File: src/rtl/core/sfd_pkg.sv
// Shared types and constants for the serial frame deframer.
// No dependencies; used by serial_frame_deframer.
package sfd_pkg;

    localparam int unsigned MAX_DATA = 8;
    localparam logic [3:0]  MAX_LEN  = 4'(MAX_DATA);

    localparam logic [7:0] SYNC_BYTE  = 8'hFF;
    localparam logic [7:0] FILL_BYTE  = 8'hFF;
    localparam logic [7:0] ID_LO_RST  = 8'hFF;
    localparam logic [3:0] LEN_RST    = 4'hF;

    typedef enum logic [2:0] {
        PH_IDLE   = 3'd0,
        PH_ID_LO  = 3'd1,
        PH_HEADER = 3'd2,
        PH_DATA   = 3'd3,
        PH_CHECK  = 3'd4
    } t_phase;

endpackage

File: src/rtl/core/serial_frame_deframer.sv
// Serial frame deframer: sync byte, ID, header, data and checksum parsing.
// Depends on sfd_pkg (phase type, limits and byte constants).
//
// Usage:
// - Input channel (i_valid, i_rx_byte, o_stall): one received byte per
//   transfer. A byte is taken at a clock edge with i_valid high and o_stall low.
// - Output channel (o_valid, o_frame_id, o_channel, o_length, o_payload):
//   one transfer per frame whose checksum matches; data byte i sits at
//   o_payload[8i+7:8i], bytes past o_length read 0xFF.
// - Throughput: one byte per cycle while o_stall is low. Each byte updates the parse
//   state in the cycle it is taken; the frame result is registered, so o_valid
//   is high in the cycle after the checksum byte is taken.
// - Receiver stall: the result register holds while i_stall is high. Bytes
//   keep flowing except when a checksum byte is due and the result register
//   is still occupied with i_stall high; only then o_stall is raised.
// - Reset (i_rst_n low, synchronous): parser returns to idle hunting for the
//   sync byte and the result register empties. The frame fields are cleared
//   by every byte taken in idle.
module serial_frame_deframer (
    input  logic        i_clk,
    input  logic        i_rst_n,
    input  logic        i_valid,
    input  logic [7:0]  i_rx_byte,
    output logic        o_stall,
    output logic        o_valid,
    output logic [10:0] o_frame_id,
    output logic        o_channel,
    output logic [3:0]  o_length,
    output logic [63:0] o_payload,
    input  logic        i_stall
);

    sfd_pkg::t_phase r_phase, n_phase;
    logic [7:0]      r_id_lo, n_id_lo;
    logic [2:0]      r_id_hi, n_id_hi;
    logic            r_chan, n_chan;
    logic [3:0]      r_cur_len, n_cur_len;
    logic [3:0]      r_byte_count, n_byte_count;
    logic [7:0]      r_sum, n_sum;
    logic [7:0]      r_store [8];
    logic [7:0]      n_store [8];

    logic            r_out_valid, n_out_valid;
    logic [10:0]     r_out_id;
    logic            r_out_chan;
    logic [3:0]      r_out_len;
    logic [63:0]     r_out_payload;

    logic            in_xfer;
    logic            out_load;
    logic [3:0]      count_inc;
    logic [63:0]     store_flat;

    assign o_stall   = r_out_valid && i_stall && (r_phase == sfd_pkg::PH_CHECK);
    assign in_xfer   = i_valid && !o_stall;
    assign count_inc = r_byte_count + 4'd1;

    always_comb begin
        for (int i = 0; i < 8; i++) begin
            store_flat[8*i +: 8] = r_store[i];
        end
    end

    always_comb begin
        n_phase      = r_phase;
        n_id_lo      = r_id_lo;
        n_id_hi      = r_id_hi;
        n_chan       = r_chan;
        n_cur_len    = r_cur_len;
        n_byte_count = r_byte_count;
        n_sum        = r_sum;
        n_store      = r_store;
        out_load     = 1'b0;
        if (in_xfer) begin
            case (r_phase)
                sfd_pkg::PH_ID_LO: begin
                    n_id_lo = i_rx_byte;
                    n_id_hi = 3'd0;
                    n_sum   = i_rx_byte;
                    n_phase = sfd_pkg::PH_HEADER;
                end
                sfd_pkg::PH_HEADER: begin
                    n_id_hi      = i_rx_byte[7:5];
                    n_chan       = i_rx_byte[4];
                    n_cur_len    = i_rx_byte[3:0];
                    n_byte_count = 4'd0;
                    n_sum        = r_sum + i_rx_byte;
                    if (i_rx_byte[3:0] > sfd_pkg::MAX_LEN) begin
                        n_phase = sfd_pkg::PH_IDLE;
                    end else if (i_rx_byte[3:0] != 4'd0) begin
                        n_phase = sfd_pkg::PH_DATA;
                    end else begin
                        n_phase = sfd_pkg::PH_CHECK;
                    end
                end
                sfd_pkg::PH_DATA: begin
                    n_store[r_byte_count[2:0]] = i_rx_byte;
                    n_sum        = r_sum + i_rx_byte;
                    n_byte_count = count_inc;
                    if (!(r_cur_len > count_inc)) begin
                        n_phase = sfd_pkg::PH_CHECK;
                    end
                end
                sfd_pkg::PH_CHECK: begin
                    out_load = (i_rx_byte == r_sum);
                    n_phase  = sfd_pkg::PH_IDLE;
                end
                default: begin
                    n_id_lo      = sfd_pkg::ID_LO_RST;
                    n_id_hi      = 3'd0;
                    n_chan       = 1'b0;
                    n_cur_len    = sfd_pkg::LEN_RST;
                    n_byte_count = 4'd0;
                    n_sum        = 8'd0;
                    for (int i = 0; i < 8; i++) begin
                        n_store[i] = sfd_pkg::FILL_BYTE;
                    end
                    n_phase = (i_rx_byte == sfd_pkg::SYNC_BYTE) ? sfd_pkg::PH_ID_LO
                                                                : sfd_pkg::PH_IDLE;
                end
            endcase
        end
    end

    always_comb begin
        n_out_valid = r_out_valid;
        if (out_load) begin
            n_out_valid = 1'b1;
        end else if (!i_stall) begin
            n_out_valid = 1'b0;
        end
    end

    always_ff @(posedge i_clk) begin
        if (!i_rst_n) begin
            r_phase     <= sfd_pkg::PH_IDLE;
            r_out_valid <= 1'b0;
        end else begin
            r_phase     <= n_phase;
            r_out_valid <= n_out_valid;
        end
    end

    always_ff @(posedge i_clk) begin
        r_id_lo      <= n_id_lo;
        r_id_hi      <= n_id_hi;
        r_chan       <= n_chan;
        r_cur_len    <= n_cur_len;
        r_byte_count <= n_byte_count;
        r_sum        <= n_sum;
        r_store      <= n_store;
        if (out_load) begin
            r_out_id      <= {r_id_hi, r_id_lo};
            r_out_chan    <= r_chan;
            r_out_len     <= r_cur_len;
            r_out_payload <= store_flat;
        end
    end

    assign o_valid    = r_out_valid;
    assign o_frame_id = r_out_id;
    assign o_channel  = r_out_chan;
    assign o_length   = r_out_len;
    assign o_payload  = r_out_payload;

`ifndef ASSERT_OFF
    a_stall_only_when_full: assert property (@(posedge i_clk) disable iff (!i_rst_n)
        o_stall |-> r_out_valid)
        else $error("input stalled with empty result register");

    a_result_after_check: assert property (@(posedge i_clk) disable iff (!i_rst_n)
        $rose(r_out_valid) |-> $past(r_phase) == sfd_pkg::PH_CHECK)
        else $error("result produced outside checksum phase");

    a_length_bound: assert property (@(posedge i_clk) disable iff (!i_rst_n)
        r_out_valid |-> r_out_len <= sfd_pkg::MAX_LEN)
        else $error("result length above limit");

    a_data_count: assert property (@(posedge i_clk) disable iff (!i_rst_n)
        r_phase == sfd_pkg::PH_DATA |-> r_byte_count < r_cur_len)
        else $error("data byte count out of range");
`endif

endmodule
File: config.mk
export PLATFORM = sky130hd
export DESIGN_NAME = serial_frame_deframer
export DESIGN_NICKNAME = d
export VERILOG_FILES = /design/src/rtl/core/sfd_pkg.sv /design/src/rtl/core/serial_frame_deframer.sv
export SDC_FILE = /design/constraint.sdc
export NUM_CORES = 1
export LEC_CHECK = 0
export ABC_AREA = 1
export BUFFER_PORTS_ARGS = -buffer_cell sky130_fd_sc_hd__buf_2
export CAP_MARGIN = 15
export CELL_PAD_IN_SITES_DETAIL_PLACEMENT = 0
export CELL_PAD_IN_SITES_GLOBAL_PLACEMENT = 1
export CORE_MARGIN = 5
export CORE_UTILIZATION = 50
export CTS_CLUSTER_DIAMETER = 150
export DETAILED_ROUTE_END_ITERATION = 16
export GPL_ROUTABILITY_DRIVEN = 0
export GPL_TIMING_DRIVEN = 0
export HOLD_SLACK_MARGIN = 0.05
export PLACE_DENSITY = 0.93
export SYNTH_ARGS = -nofsm -noshare
export SYNTH_HDL_FRONTEND = slang
export SYNTH_SLANG_ARGS = --single-unit
File: constraint.sdc
create_clock -name i_clk -period 11.95 [get_ports i_clk]
set_input_delay 2.39 -clock i_clk [delete_from_list [all_inputs] [get_ports i_clk]]
set_output_delay 2.39 -clock i_clk [all_outputs]
set_load 0.01 [all_outputs]
Word level (Yosys, flattened, before mapping):

Index checks and enable logic that the tools add are counted.

* bits in registers: 176
* logic and storage cells: 79
* input bits: 12

* bitwise logic cells: 7
* add/subtract/negate cells: 2
* reductions and logical operators: 19
* muxes and demuxes: 19
* $lt $le $gt $ge: 4
* eq/ne operators: 8

Operators by type and width (count)
* $pmux 64 s2: 1
* $bwmux 64: 1
* $demux 8 s3: 1
* $pmux 8 s3: 1
* $pmux 4 s2: 2
* $pmux 8 s2: 1
* $reduce_and 2->1: 7
* $pmux 3 s4: 1
* $mux 3: 3
* $reduce_or 3->1: 3
* $add 8x8->8: 1
* $eq 8x8->1: 1
* $eq 8x8->1 const B: 1
* $mux 8: 1
* $eq 3x2->1 const B: 2
* $not 1->1: 6
* $pmux 3 s2: 1
* $reduce_or 2->1: 3
* $mux 1: 5
* $add 4x1->4 const B: 1
* $ge 4x4->1 const B: 1
* $gt 4x4->1: 1
* $gt 4x4->1 const B: 1
* $logic_and 1x1->1: 4
* 9 further kinds: 9

Longest topological paths before layout:

Gate-level depths: netlist of the first run.

* depth after elaboration: 7
* depth in mapped cells: 13

Worst setup path after synthesis of the first run:

No wires, ideal clock.

* kind: input-to-reg
* start point: input port i_valid
* end point: register r_store[0] (netlist name) (enable)
* setup time: 0.565 ns
* path buffers: 0
* stages: 2
* arrival time: 6.928 ns
* data required time: 11.385 ns
* path slack: 4.457 ns
* cell sequence: nand2_1 -> nor3_1

* cells in the longest elaborated chain, start to end: 2

RTL lines
* from (decl): RTL line serial_frame_deframer.sv:22 `input logic i_valid,`
* $logic_and 1x1->1: RTL line serial_frame_deframer.sv:55 `assign in_xfer = i_valid && !o_stall;`
* $reduce_and 2->1 (no line)
* to (signal assigned): RTL line serial_frame_deframer.sv:151 `r_store <= n_store;`
* to (decl): RTL line serial_frame_deframer.sv:40 `logic [7:0] r_store [8];`

No other way between the ends.
A chain may end at the register's enable or synchronous reset.

Worst setup path in the final report of the first run:

* start point: input port i_stall
* end point: output port o_stall

* cells in the longest elaborated chain, start to end: 2

RTL lines
* from (decl): RTL line serial_frame_deframer.sv:30 `input logic i_stall`
* $logic_and 1x1->1 (2 in series): RTL line serial_frame_deframer.sv:54 `assign o_stall = r_out_valid && i_stall && (r_phase == sfd_pkg::PH_CHECK);`
* to (decl): RTL line serial_frame_deframer.sv:24 `output logic o_stall,`

No other way between the ends.

==> results of run 1 <==
-- power by group through the flow --
stage	Clock (mW)	Combinational [mW]	Sequential [mW]
floorplan	0	0.0551	0.704
global route	0.606	0.0936	0.689
detailed placement	0	0.0825	0.702
global placement	0	0.0741	0.706
finish	0.570	0.0840	0.689
CTS	0.578	0.0834	0.689
-- routing by layer --
metal  GRT usage, %  vias to the layer above  wire (um)
met1           23.8                     2177       6030
met3           5.48                       19       1290
li1               -                     2162          -
met5              0                        -          0
met2           29.9                      197       7290
met4           6.05                        0        188
-- synth_stat cells --
master	number	share of area (%)
edfxtp_1	172	73
nand2_1	138	7.3
o211ai_1	64	6.8
nor2_1	36	1.9
inv_1	33	1.7
ha_1	12	2.1
buf_2	10	0.71
nand3_1	9	0.64
a21oi_1	6	0.42
clkbuf_1	6	0.32
nor3_1	6	0.42
buf_4	5	0.53
o21ai_0	5	0.35
clkinv_1	4	0.21
dfxtp_1	4	1.1
inv_2	4	0.21
nand4_1	3	0.26
nand3b_1	2	0.21
nor2_4	2	0.32
xor2_1	2	0.25
buf_6	1	0.16
fa_1	1	0.28
inv_4	1	0.088
nand2_2	1	0.088
nand3_2	1	0.14
nor2_2	1	0.088
nor3_2	1	0.14
o22ai_1	1	0.088
o32ai_1	1	0.12
xnor2_1	1	0.12
-- critical path: stages --
cell,delay (ps)
buf_2,80
nand2_1,40
inv_1,70
nand3_1,100
inv_1,70
buf_2,120
-- area by class of cell --
cell class / instances / share of cell area, %
plain buffers: 22 / 1.43
well taps: 180 / 2.65
clock inverters: 13 / 2.21
flip-flops and latches: 176 / 61.7
multi-input cells: 293 / 18.5
clock buffers: 18 / 5.05
inverters: 42 / 1.88
repair buffers: 100 / 6.56
-- sequential cells by signal (all words and copies together) (netlist names) --
register,count
r_phase,3
r_id_hi,3
o_channel,1
r_sum,8
o_payload,64
r_store,64
r_byte_count,4
o_valid,1
o_frame_id,11
r_id_lo,8
r_chan,1
r_cur_len,4
o_length,4
-- worst max-delay path by stage --
stage / cells past startpoint / endpoint / start
floorplan: 2 / r_store[0]$_SDFFCE_PN1P_ / i_valid
global placement: 3 / r_store[5]$_SDFFCE_PN1P_ / i_valid
detailed placement: 6 / o_stall / i_stall
CTS: 6 / o_stall / i_stall
global route: 6 / o_stall / i_stall
finish: 6 / o_stall / i_stall
-- cell families (layout without fill, tap and decap cells) --
family / count (synthesis) / count (layout)
fa+ha+maj: 13 / 13
flops: 176 / 176
xor+xnor: 3 / 3
simple gates: 200 / 200
buf+inv: 64 / 195
compound gates: 77 / 77
-- through the flow --
step	utilization, %	hold slack (ps)	power (mW)
global placement	56.1	406	0.780
finish	61.3	418	1.34
CTS	61.3	420	1.35
detailed placement	56.8	405	0.784
floorplan	-	400	0.759
global route	61.3	423	1.39
-- layout by cell type (no fill, tap or decap), types with 2 or more instances in the layout --
| master | n |
|---|---|
| a21oi_1 | 6 |
| buf_12 | 2 |
| buf_2 | 103 |
| buf_4 | 6 |
| buf_6 | 5 |
| bufinv_16 | 4 |
| clkbuf_1 | 7 |
| clkbuf_16 | 17 |
| clkinv_1 | 4 |
| clkinv_2 | 2 |
| clkinv_4 | 3 |
| clkinvlp_4 | 3 |
| dfxtp_1 | 4 |
| edfxtp_1 | 172 |
| ha_1 | 12 |
| inv_1 | 33 |
| inv_2 | 4 |
| nand2_1 | 138 |
| nand3_1 | 9 |
| nand3b_1 | 2 |
| nand4_1 | 3 |
| nor2_1 | 35 |
| nor2_4 | 3 |
| nor3_1 | 5 |
| nor3_2 | 2 |
| o211ai_1 | 64 |
| o21ai_0 | 5 |
| xor2_1 | 2 |
==> results.toml, run 1 <==
[setup_path]
reg2reg_to = "r_store[2]$_SDFFCE_PN1P_"
critical_path_class = "in -> out"
cp_max_fo = 2
crit_path_end_kind = "output pin"
required_ps = 9560
r2r_start = "r_phase[1]$_SDFFE_PN0P_"
startpoint_type = "input pin"
rr_worst_depth = 7
arrival_ps = 2870
ff2ff_setup_slack_ps = 9670

[clock_tree]
htreeDepth = 4
insertion_delay_ps = 430
clock_sinks = 176
cts_tree = "done"
post_cts.repair.setup_buffers = 0
numCtsBuffers = 17
ctsHoldBuffers = 0
cts-root-buf = "clkbuf_16"
cts-resized-gates = 0
clk_path_buf_depth = 2
clk_pin_slew_worst_paths_ps = 60

[timing]
max-slew-margin-rel_pct = 44.2
finalSetupTns_ps = 0
drv_slew = 0
tightest_slew_ps = 837
finalCritPeriodShare_pct = 44.0
setup_ws_ps = 6690
max_freq_mhz = 190
rsz0062_at_grt = "no"
timing_hold_violations_final = 0
fin_crit_ps = 5260
finalSetupViolations = 0
finClkSkew_ps = 10.6

[grt]
grt_pass1_vias = 4365
grtUsageTotal_pct = 18.3
grt_max_degree = 37
gr-total-overflow = 0
antenna_found_initial = 0
grt_pass1_wl_um = 22700

[placement]
placedInstanceArea_um2 = 7890
dpl_worst_slack_ps = 6660
numPortBuffers = 93
dp.cells = 813
hpwlAfterDp_um = 9970

[power]
peakVddDrop_v = 0.000104
cellPowerDensity_nw_per_um2 = 158
intPower_mw = 1.06
p_leak_nw = 3.23
seqPwrFrac_pct = 51.3
swShare_pct = 21.3
p_comb_share_pct = 6.3
pwr-share-clk_pct = 42.5
p_switching_uw = 285

[logic_synthesis]
syn_area_um2 = 7090
ys_seq_area_share_pct = 74.0
synth_xor_area_share_pct = 0.371
ys_warn_count = 0
syn_nets = 558
synth.distinct_cells = 30
yosys.area_share.simple_pct = 11.5
synth_mux_area_share_pct = 0
synth_compound_area_share_pct = 7.76
syn_inst = 533
yosys.area_share.adder_pct = 2.40
synth_top_family_by_area = "simple AND/OR/NAND/NOR gates"
synth_seq_cells = 176
syn_area_per_cell_um2 = 13.3

[routing]
wl_um = 14800
drt-vias-per-instance = 5.40
drc = 0
wl_per_cell_um = 17.5
dr.pass1.iters = 5
drtIter0Drc = 400
vias = 4555
postRouteAntennaNets = 0

[cells_and_area]
num-fill-cells = 1062
register_area_um2 = 5250
layout-drive-gt1-share_pct = 23.9
final_area_um2 = 8500
stdcell_count = 844
multiInputGateArea_um2 = 1580
area_delta_synth_final_pct = 19.9
antennaDiodeCount = 0
fin_nets = 677

[die]
die_area_um2 = 16700
fp.dieH_um = 129
fp.dieW_um = 129
num_rows = 43
core_area_um2 = 13900
start_util_pct = 51.1
ios = 94

[job]
drv_cap = 0

[hold_path]
whs_endpoint = "o_frame_id[8]$_DFFE_PP_"
worstHoldStart = "r_id_hi[0]$_SDFFCE_PN0P_"
worstHoldPathCells = 0
hold_class = "reg -> reg"

[outcome]
status = "finished, final reports clean"
No activity file was read; power rests on OpenSTA's default activity.
==> run 2: changes to the inputs <==
Settings changed: CORE_UTILIZATION 50 to 47, PLACE_DENSITY 0.93 to 0.88.
Clock period 11.95 ns to 5.4 ns, I/O delays scaled along.
==> results.toml, run 2 (synthesis results as in run 1) <==
[outcome]
status = "finished, final reports clean"

[die]
ios = 94
fp.dieH_um = 133
fp.dieW_um = 133
core_area_um2 = 14600
start_util_pct = 48.4
num_rows = 44
die_area_um2 = 17600

[clock_tree]
post_cts.repair.setup_buffers = 0
clk_path_buf_depth = 2
cts_tree = "done"
numCtsBuffers = 17
clock_sinks = 176
ctsHoldBuffers = 0
insertion_delay_ps = 430
cts-resized-gates = 0
cts-root-buf = "clkbuf_16"
htreeDepth = 4
clk_pin_slew_worst_paths_ps = 60

[timing]
finalSetupTns_ps = 0
finalCritPeriodShare_pct = 49.6
tightest_slew_ps = 818
max_freq_mhz = 373
timing_hold_violations_final = 0
rsz0062_at_grt = "no"
finalSetupViolations = 0
drv_slew = 0
fin_crit_ps = 2680
max-slew-margin-rel_pct = 45.5
finClkSkew_ps = 8.44

[hold_path]
hold_class = "reg -> reg"
worstHoldStart = "r_id_lo[2]$_SDFFCE_PP1P_"

[power]
p_leak_nw = 3.24
peakVddDrop_v = 0.000190
cellPowerDensity_nw_per_um2 = 351

[routing]
dr.pass1.iters = 5
postRouteAntennaNets = 0
vias = 4553
drt-vias-per-instance = 5.38
wl_per_cell_um = 17.7
drc = 0
wl_um = 15000
drtIter0Drc = 470

[cells_and_area]
register_area_um2 = 5250
final_area_um2 = 8550
antennaDiodeCount = 0
final_util_pct = 58.4
multiInputGateArea_um2 = 1580
fin_nets = 675
num-fill-cells = 1156
stdcell_count = 847
area_delta_synth_final_pct = 20.6
final_cell_mix = "edfxtp_1 (172), nand2_1 (138), buf_2 (103)"
layout-drive-gt1-share_pct = 23.4
final_common_cell = "edfxtp_1"

[setup_path]
crit_path_end_kind = "flip-flop"
ff2ff_setup_slack_ps = 3150
arrival_ps = 2790
startpoint_type = "input pin"
critical_path_class = "in -> reg"
r2r_start = "r_sum[2]$_DFFE_PP_"
critPathLaunch = "i_rx_byte[2]"
required_ps = 5520
cp_max_fo = 37

[placement]
hpwlAfterDp_um = 10100
placedInstanceArea_um2 = 7940
numPortBuffers = 93
dp.cells = 815

[grt]
antenna_found_initial = 0
grt_pass1_vias = 4361
grtUsageTotal_pct = 17.1
grt_pass1_wl_um = 23100
gr-total-overflow = 0
grt_max_degree = 38

[job]
drv_cap = 0
run 2: stage by stage:
step	total power [mW]	hold slack, ps	worst slack (ps)
detailed placement	1.74	405	2280
CTS	3.02	415	2720
finish	3.00	412	2720
global route	3.11	420	2620
floorplan	1.68	400	1150
global placement	1.72	405	209
run 2: layer usage:
metal	global-route usage, %	part of all wire (%)
met3	5.09	8.3
met2	27.3	48
met4	6.70	1.6
met1	22.2	42
met5	0	0
run 2: power breakdown:
group          internal [mW]  leakage (nW)  total, mW  switching [mW]
Clock                  0.778         0.295       1.28           0.505
Sequential              1.52          1.40       1.52         0.00891
Combinational         0.0590          1.55      0.192           0.133
Total                   2.35          3.24       3.00           0.647
run 2: final timing paths:
path | end | cells past startpoint
worst max register to register | o_payload[44]$_DFFE_PP_ | 7
worst min register to register | o_frame_id[2]$_DFFE_PP_ | 0
worst max-delay path | o_payload[44]$_DFFE_PP_ | 8
worst min-delay path | o_frame_id[2]$_DFFE_PP_ | 0
run 2: critical path, cell delays in order:
cell     delay (ps)
buf_2           130
ha_1            370
nor2_1          130
nand2_1          70
nor2_1          120
nand2_1         100
nor2_4          480
buf_12          300
run 2: final cells by class:
cell class | instances | area share [%]
Clock buffer | 20 | 5.11
Multi-Input combinational cell | 293 | 18.5
Clock inverter | 12 | 2.12
Tap cell | 184 | 2.69
Sequential cell | 176 | 61.3
Buffer | 22 | 1.42
Timing Repair Buffer | 98 | 6.96
Inverter | 42 | 1.87
